===== config.mk =====
export PLATFORM = sky130hd
export DESIGN_NAME = elevator_scan_controller
export DESIGN_NICKNAME = d
export VERILOG_FILES = /design/src/rtl/elsc_pkg.sv /design/src/rtl/elevator_scan_controller.sv
export SDC_FILE = /design/constraint.sdc
export NUM_CORES = 1
export LEC_CHECK = 0
export ABC_CLOCK_PERIOD_IN_PS = 9300
export BUFFER_PORTS_ARGS = -buffer_cell sky130_fd_sc_hd__buf_2
export CAP_MARGIN = 25
export CORE_MARGIN = 1.5
export CORE_UTILIZATION = 50
export DETAILED_ROUTE_END_ITERATION = 10
export PLACE_DENSITY = 0.74
export SLEW_MARGIN = 5
export SYNTH_ARGS = -nofsm -noshare
export SYNTH_HDL_FRONTEND = slang
export SYNTH_SLANG_ARGS = --single-unit

===== constraint.sdc =====
create_clock -name clk -period 9.3 [get_ports clk]
set_clock_uncertainty 0.1 [all_clocks]
set_input_delay 1.395 -clock clk [delete_from_list [all_inputs] [get_ports clk]]
set_output_delay 1.395 -clock clk [all_outputs]
set_load 0.1 [all_outputs]

===== src/rtl/elsc_pkg.sv =====
package elsc_pkg;

    localparam int OP_W    = 2;
    localparam int FLOOR_W = 5;
    localparam int CMD_W   = 2;

    localparam int DEF_FLOORS      = 16;
    localparam int DEF_START_LEVEL = 1;

    localparam logic [OP_W-1:0] OP_REQUEST = 2'd0;
    localparam logic [OP_W-1:0] OP_DONE    = 2'd1;
    localparam logic [OP_W-1:0] OP_SETTLE  = 2'd2;

    localparam logic [CMD_W-1:0] CMD_STAND = 2'd0;
    localparam logic [CMD_W-1:0] CMD_STOP  = 2'd1;
    localparam logic [CMD_W-1:0] CMD_UP    = 2'd2;
    localparam logic [CMD_W-1:0] CMD_DOWN  = 2'd3;

    localparam logic [1:0] DIR_NONE = 2'd0;
    localparam logic [1:0] DIR_UP   = 2'd1;
    localparam logic [1:0] DIR_DOWN = 2'd2;

    localparam logic [1:0] PH_FREE    = 2'd0;
    localparam logic [1:0] PH_SOLVING = 2'd1;
    localparam logic [1:0] PH_WAITING = 2'd2;
    localparam logic [1:0] PH_READY   = 2'd3;

endpackage


===== src/rtl/elevator_scan_controller.sv =====
// Single-car SCAN elevator controller. Each beat on the item channel is a floor
// request, a travel/door wait done event or a settle event; a decision gives one
// beat on the result channel (command, current floor, target floor), other events
// give none. Throughput is one item per cycle unless result_stall holds a result;
// an item passes the input register, then the decision and state update into the
// result register. The clock period is set by the decision path: a lowest/highest
// pending-floor search over FLOORS request bits, done combinationally so that the
// next item sees the new state. Requests for floor 0 or above FLOORS are dropped.
module elevator_scan_controller
#(
    parameter int FLOORS      = elsc_pkg::DEF_FLOORS,
    parameter int START_LEVEL = elsc_pkg::DEF_START_LEVEL
)
(
    input  logic                          clk,
    input  logic                          rst_n,
    input  logic                          item_valid,
    output logic                          item_stall,
    input  logic [elsc_pkg::OP_W-1:0]     operation,
    input  logic [elsc_pkg::FLOOR_W-1:0]  floor,
    output logic                          result_valid,
    input  logic                          result_stall,
    output logic [elsc_pkg::CMD_W-1:0]    command,
    output logic [elsc_pkg::FLOOR_W-1:0]  current_floor,
    output logic [elsc_pkg::FLOOR_W-1:0]  destination
);
    import elsc_pkg::*;

    localparam int FW    = $clog2(FLOORS);
    localparam int SUM_W = (FW + 1 > FLOOR_W) ? FW + 1 : FLOOR_W;
    localparam int START_IDX = (START_LEVEL > FLOORS) ? FLOORS - 1 : START_LEVEL - 1;
    localparam logic [FW-1:0] CAR_HOME = FW'(START_IDX);

    // input register
    logic                in_valid_reg;
    logic [OP_W-1:0]     op_reg;
    logic [FLOOR_W-1:0]  floor_reg;

    // controller state
    logic [FLOORS-1:0]   bits_reg, bits_next;
    logic [FW-1:0]       car_reg, car_next;
    logic [FW-1:0]       goal_reg, goal_next;
    logic [1:0]          dir_reg, dir_next;
    logic [1:0]          phase_reg, phase_next;

    // result register
    logic                result_valid_reg;
    logic [CMD_W-1:0]    command_reg, command_next;
    logic [FLOOR_W-1:0]  current_reg, current_next;
    logic [FLOOR_W-1:0]  target_reg, target_next;

    logic                advance;
    logic                produce;

    // decision datapath
    logic                floor_ok;
    logic [FLOORS-1:0]   set_mask;
    logic [FLOORS-1:0]   bits_eff;
    logic [FW-1:0]       car_eff;
    logic                do_decide;
    logic [FLOORS-1:0]   up_vec, dn_vec, dn_rev, up_low, dn_low;
    logic                up_found, dn_found;
    logic [FW-1:0]       up_idx, dn_rev_idx, dn_idx;
    logic [FW-1:0]       goal_dec;
    logic [1:0]          dir_dec;
    logic [SUM_W-1:0]    car_sum, goal_sum;

    // the input register only loads when the pipe advances
    assign advance    = !result_valid_reg || !result_stall;
    assign item_stall = !advance;

    assign floor_ok = (floor_reg != '0) && (int'(floor_reg) <= FLOORS);
    assign set_mask = {{(FLOORS-1){1'b0}}, 1'b1} << (floor_reg - FLOOR_W'(1));

    always_comb
    begin
        bits_eff  = bits_reg;
        car_eff   = car_reg;
        do_decide = 1'b0;
        if (in_valid_reg)
        begin
            unique case (op_reg)
                OP_REQUEST:
                begin
                    if (floor_ok)
                    begin
                        bits_eff  = bits_reg | set_mask;
                        do_decide = (phase_reg == PH_FREE) || (phase_reg == PH_READY);
                    end
                end
                OP_DONE:
                begin
                    if (phase_reg == PH_WAITING)
                    begin
                        do_decide = 1'b1;
                        if (dir_reg == DIR_UP && int'(car_reg) + 1 < FLOORS)
                            car_eff = car_reg + FW'(1);
                        else if (dir_reg == DIR_DOWN && car_reg != '0)
                            car_eff = car_reg - FW'(1);
                    end
                end
                default:
                begin
                end
            endcase
        end
    end

    // pending floors at or above the car, and at or below it
    always_comb
    begin
        up_vec = bits_eff & ({FLOORS{1'b1}} << car_eff);
        dn_vec = bits_eff & ~(({FLOORS{1'b1}} << car_eff) << 1);
        for (int i = 0; i < FLOORS; i++)
            dn_rev[i] = dn_vec[FLOORS-1-i];
        up_low   = up_vec & (~up_vec + FLOORS'(1));
        dn_low   = dn_rev & (~dn_rev + FLOORS'(1));
        up_found = |up_vec;
        dn_found = |dn_vec;
        up_idx     = '0;
        dn_rev_idx = '0;
        for (int i = 0; i < FLOORS; i++)
        begin
            up_idx     = up_idx     | (up_low[i] ? FW'(i) : FW'(0));
            dn_rev_idx = dn_rev_idx | (dn_low[i] ? FW'(i) : FW'(0));
        end
        dn_idx = FW'(FLOORS - 1) - dn_rev_idx;
    end

    always_comb
    begin
        goal_dec = goal_reg;
        if (dir_reg != DIR_DOWN)
        begin
            if (up_found)
                goal_dec = up_idx;
            else if (dn_found)
                goal_dec = dn_idx;
        end
        else
        begin
            if (dn_found)
                goal_dec = dn_idx;
            else if (up_found)
                goal_dec = up_idx;
        end
        priority if (car_eff == goal_dec)
            dir_dec = DIR_NONE;
        else if (car_eff < goal_dec)
            dir_dec = DIR_UP;
        else
            dir_dec = DIR_DOWN;
    end

    assign car_sum  = SUM_W'(car_eff) + SUM_W'(1);
    assign goal_sum = SUM_W'(goal_dec) + SUM_W'(1);

    always_comb
    begin
        bits_next    = bits_eff;
        car_next     = car_eff;
        goal_next    = goal_reg;
        dir_next     = dir_reg;
        phase_next   = phase_reg;
        produce      = do_decide;
        command_next = CMD_STAND;
        current_next = car_sum[FLOOR_W-1:0];
        target_next  = goal_sum[FLOOR_W-1:0];
        if (do_decide)
        begin
            goal_next  = goal_dec;
            dir_next   = dir_dec;
            phase_next = PH_WAITING;
            priority if (bits_eff == '0)
                command_next = CMD_STAND;
            else if (dir_dec == DIR_NONE)
            begin
                command_next = CMD_STOP;
                bits_next    = bits_eff & ~({{(FLOORS-1){1'b0}}, 1'b1} << car_eff);
            end
            else if (dir_dec == DIR_UP)
                command_next = CMD_UP;
            else
                command_next = CMD_DOWN;
        end
        else if (in_valid_reg && op_reg == OP_SETTLE && phase_reg == PH_WAITING)
            phase_next = PH_FREE;
        else if (phase_reg == PH_SOLVING)
            phase_next = PH_WAITING;
    end

    always_ff @(posedge clk or negedge rst_n)
    begin
        if (!rst_n)
        begin
            in_valid_reg     <= 1'b0;
            result_valid_reg <= 1'b0;
            bits_reg         <= '0;
            car_reg          <= CAR_HOME;
            goal_reg         <= '0;
            dir_reg          <= DIR_NONE;
            phase_reg        <= PH_FREE;
        end
        else if (advance)
        begin
            in_valid_reg     <= item_valid;
            result_valid_reg <= produce;
            if (in_valid_reg)
            begin
                bits_reg  <= bits_next;
                car_reg   <= car_next;
                goal_reg  <= goal_next;
                dir_reg   <= dir_next;
                phase_reg <= phase_next;
            end
        end
    end

    always_ff @(posedge clk)
    begin
        if (advance)
        begin
            op_reg    <= operation;
            floor_reg <= floor;
            if (produce)
            begin
                command_reg <= command_next;
                current_reg <= current_next;
                target_reg  <= target_next;
            end
        end
    end

    assign result_valid  = result_valid_reg;
    assign command       = command_reg;
    assign current_floor = current_reg;
    assign destination   = target_reg;

endmodule

==> impl_summary.log <==
INFO  metric core_area = 6870 µm²
INFO  metric crit_chain = inv_1, ha_1, nor3b_1, nor3_1, o22ai_1, nand2_1, inv_1, ha_1, inv_1, a31oi_1, o21ai_0, o31ai_1, nand4_1, or2_2, or3_1, o311a_1, ha_1, nand3_1, or3_1, nor3_2, a41oi_1
INFO  metric timing.critical_path.slowest_stage_cell = sky130_fd_sc_hd__nor3_2
INFO  metric netlist_instances = 408
INFO  metric hold-path-cell-count = 1
INFO  metric postRouteWirelength = 10200 µm
INFO  metric rsz0062_at_grt = no
INFO  metric critical_path_depth = 21
INFO  metric post_synth_instance_area = 3590 µm²
INFO  metric finalWeightedCongestion = 1.00
INFO  metric area_growth_syn_to_layout = 7.49%
INFO  metric endpoint_kind = flip-flop
INFO  metric final-setup-viol-count = 0
INFO  metric cp.required = between 9 and 10 ns
INFO  metric synthArstFlopShare = 0.604
INFO  metric io_buffers = 24
INFO  metric grt_pass1_wl = between 15000 and 20000 µm
INFO  metric min-delay-path-class = flip-flop to flip-flop
INFO  metric report.final.slew_viol_count = 0
INFO  metric clock_tree.root_cell = sky130_fd_sc_hd__clkbuf_8
INFO  metric regArea = 1300 µm²
INFO  metric ys_dominant_reg_cell = sky130_fd_sc_hd__dfrtp_1
INFO  metric vias = 3427
INFO  metric synth-warning-count = 0
INFO  metric ys_ff_latch = 48
INFO  metric hold-worst-slack = 0.421 ns
INFO  metric layout_cell_share_with_drive_strength_beyond_1 = 0.136
INFO  metric insertion_delay = 0.30 ns
INFO  metric maximum_number_of_buffers_from_clock_root_to_sink = 2
INFO  metric cts_tree = built
INFO  metric antenna_cells_inserted = 0
INFO  metric critical_path.max_fanout = 10
INFO  metric ys_seq_area_frac = 0.361
INFO  metric hp-start = goal_reg[1]
INFO  metric largest_register_ffs = 16
INFO  metric die_height = approximately 88 µm
INFO  metric nFillCells = about 670
INFO  metric post-dp-hpwl = around 7600 µm
INFO  metric antenna_found_initial = 0
INFO  metric dieWidth = 87.8 µm
INFO  metric drtAntennaViolNets = 0
INFO  metric total_leakage_power = about 1.6 nW
INFO  metric fp.dieArea = 7700 µm²
INFO  metric synthesis.nets = 432
INFO  metric mostFrequentLayoutCell = sky130_fd_sc_hd__a21oi_1
INFO  metric start_kind = flip-flop
INFO  metric postCtsResizedCells = 0
INFO  metric placementRows = 30
INFO  metric reg2reg_from = car_reg[0]
INFO  metric routed_via_density = 6.58
INFO  metric max-cap-violations = 0
INFO  metric finalCoreUtilization = 0.562
INFO  metric post_synth_num_cell_types = 77
INFO  metric tritoncts.num_buffers = 5
INFO  metric crit_path_max_delay_family = simple AND/OR/NAND/NOR gates
INFO  metric top_level_pins = 25
INFO  metric clkSinkCount = 48
INFO  metric top_library_cells_by_usage_in_the_layout_fill_and_taps_aside = 42 x sky130_fd_sc_hd__a21oi_1, 31 x sky130_fd_sc_hd__nor2_1, 29 x sky130_fd_sc_hd__dfrtp_1
INFO  metric max_freq = 147 MHz
INFO  metric clk_transition_reported_paths = 0.09 ns
INFO  metric first_iter_violations = approximately 370
INFO  metric dp_cells = 513
INFO  metric worst-path-buf-inv = 3
INFO  metric min_period_over_period = 0.733
INFO  metric number_of_h_tree_levels = 2
INFO  metric rr_worst_depth = 21
INFO  metric setup.worst_path.start = car_reg[0]
INFO  metric grt_pass1_vias = between 3000 and 4000
INFO  metric critPathKind = flip-flop to flip-flop
INFO  metric power-per-cell-area = 367 nW/µm²
INFO  metric multi_input_combinational_cell_area = 2150 µm²
INFO  metric grt_start_max_net_pins = 30
INFO  metric groute.usage.overall = 0.279
INFO  metric total_power = 1.42 mW
INFO  metric critical-path-max-stage-delay = 0.56 ns
INFO  metric cts-hold-fix-buffers = 0
INFO  metric period_minus_slack = 6.82 ns
INFO  metric critical_path_arrival = 6.86 ns
INFO  metric timing_hold_violations_final = 0
INFO  metric final-instance-count-excl-fill = 521
INFO  metric slew_headroom = 0.410
INFO  metric drcViolationCount = 0
INFO  metric initial_core_util = 0.523
INFO  metric setup_total_negative_slack = 0 ns
INFO  metric final_net_count = 448
INFO  metric cts_post_setup_buffers_inserted = 0
INFO  metric global_route.overflow_total = 0
INFO  metric worst_pin_slew = ~0.88 ns
INFO  metric route.detailed.wl_per_inst = 19.6 µm
INFO  metric syn_avg_cell_area = 8.80 µm²
INFO  metric status = finished clean
INFO  metric drtPass1Iterations = 5
INFO  metric ir_worst_vdd = around 0.00014 V
INFO  metric synth_enable_flop_cells = 19
## through the flow
stage | area [µm²] | worst slack [ns]
after floorplan | 3590 | 3.74
after global placement | 3780 | 3.04
after detailed placement | 3780 | 2.68
after CTS | 3860 | 2.68
after global routing | 3860 | 1.97
final | 3860 | 2.48
## power by group
group,internal (mW),total [mW],switching (mW)
combinational,0.326,0.942,0.617
sequential,0.299,0.351,0.0521
clock,0.0530,0.124,0.0710
total,0.677,1.42,0.740
## routing by layer
layer,wire length (µm),GRT usage,part of all wire,up-vias
li1,-,-,-,1595
met1,4430,0.387,0.43,1604
met2,4620,0.435,0.45,188
met3,821,0.0528,0.080,40
met4,355,0.0996,0.035,0
met5,0,0,0,-
## cells in the mapped netlist, types with 7 or more instances
cell type,instances,share of area
sky130_fd_sc_hd__inv_1,17,0.018
sky130_fd_sc_hd__dfrtp_1,29,0.20
sky130_fd_sc_hd__nand2_1,27,0.028
sky130_fd_sc_hd__nand3_1,12,0.017
sky130_fd_sc_hd__edfxtp_1,19,0.16
sky130_fd_sc_hd__a21oi_1,42,0.059
sky130_fd_sc_hd__and3_1,7,0.012
sky130_fd_sc_hd__nor2_1,31,0.032
sky130_fd_sc_hd__xnor2_1,7,0.017
sky130_fd_sc_hd__o21ai_0,24,0.033
sky130_fd_sc_hd__nor3_1,9,0.013
sky130_fd_sc_hd__and2_1,9,0.016
sky130_fd_sc_hd__a31oi_1,24,0.042
sky130_fd_sc_hd__nor2b_1,10,0.017
sky130_fd_sc_hd__a41oi_1,7,0.017
sky130_fd_sc_hd__clkbuf_1,11,0.011
sky130_fd_sc_hd__ha_1,13,0.045
## layout make-up
type	instances	area share
clock buffers	7	0.0198
clock inverters	1	0.00130
inverters	18	0.0175
multi-input cells	323	0.556
flip-flops and latches	48	0.336
well taps	96	0.0311
repair buffers	28	0.0389
## worst paths after layout
| kind | endpoint | slack, ns |
|---|---|---|
| max reg2reg | bits_reg[12] | 2.48 |
| min in group asynchronous | car_reg[3] | 1.06 |
| max | bits_reg[12] | 2.48 |
| min reg2reg | goal_reg[1] | 0.42 |
| max in group asynchronous | bits_reg[15] | 7.57 |
| min | goal_reg[1] | 0.42 |
## cells by family (layout without fill, tap and decap cells)
kind of cell,count (synthesis),in the layout,share of synthesized area
mux,4,4,0.0125
fa+ha+maj,14,14,0.0484
compound gates,158,158,0.295
simple gates,139,139,0.220
xor+xnor,8,8,0.0195
buf+inv,37,54,0.0439
flops,48,48,0.361
No activity file was read; power rests on OpenSTA's default activity.
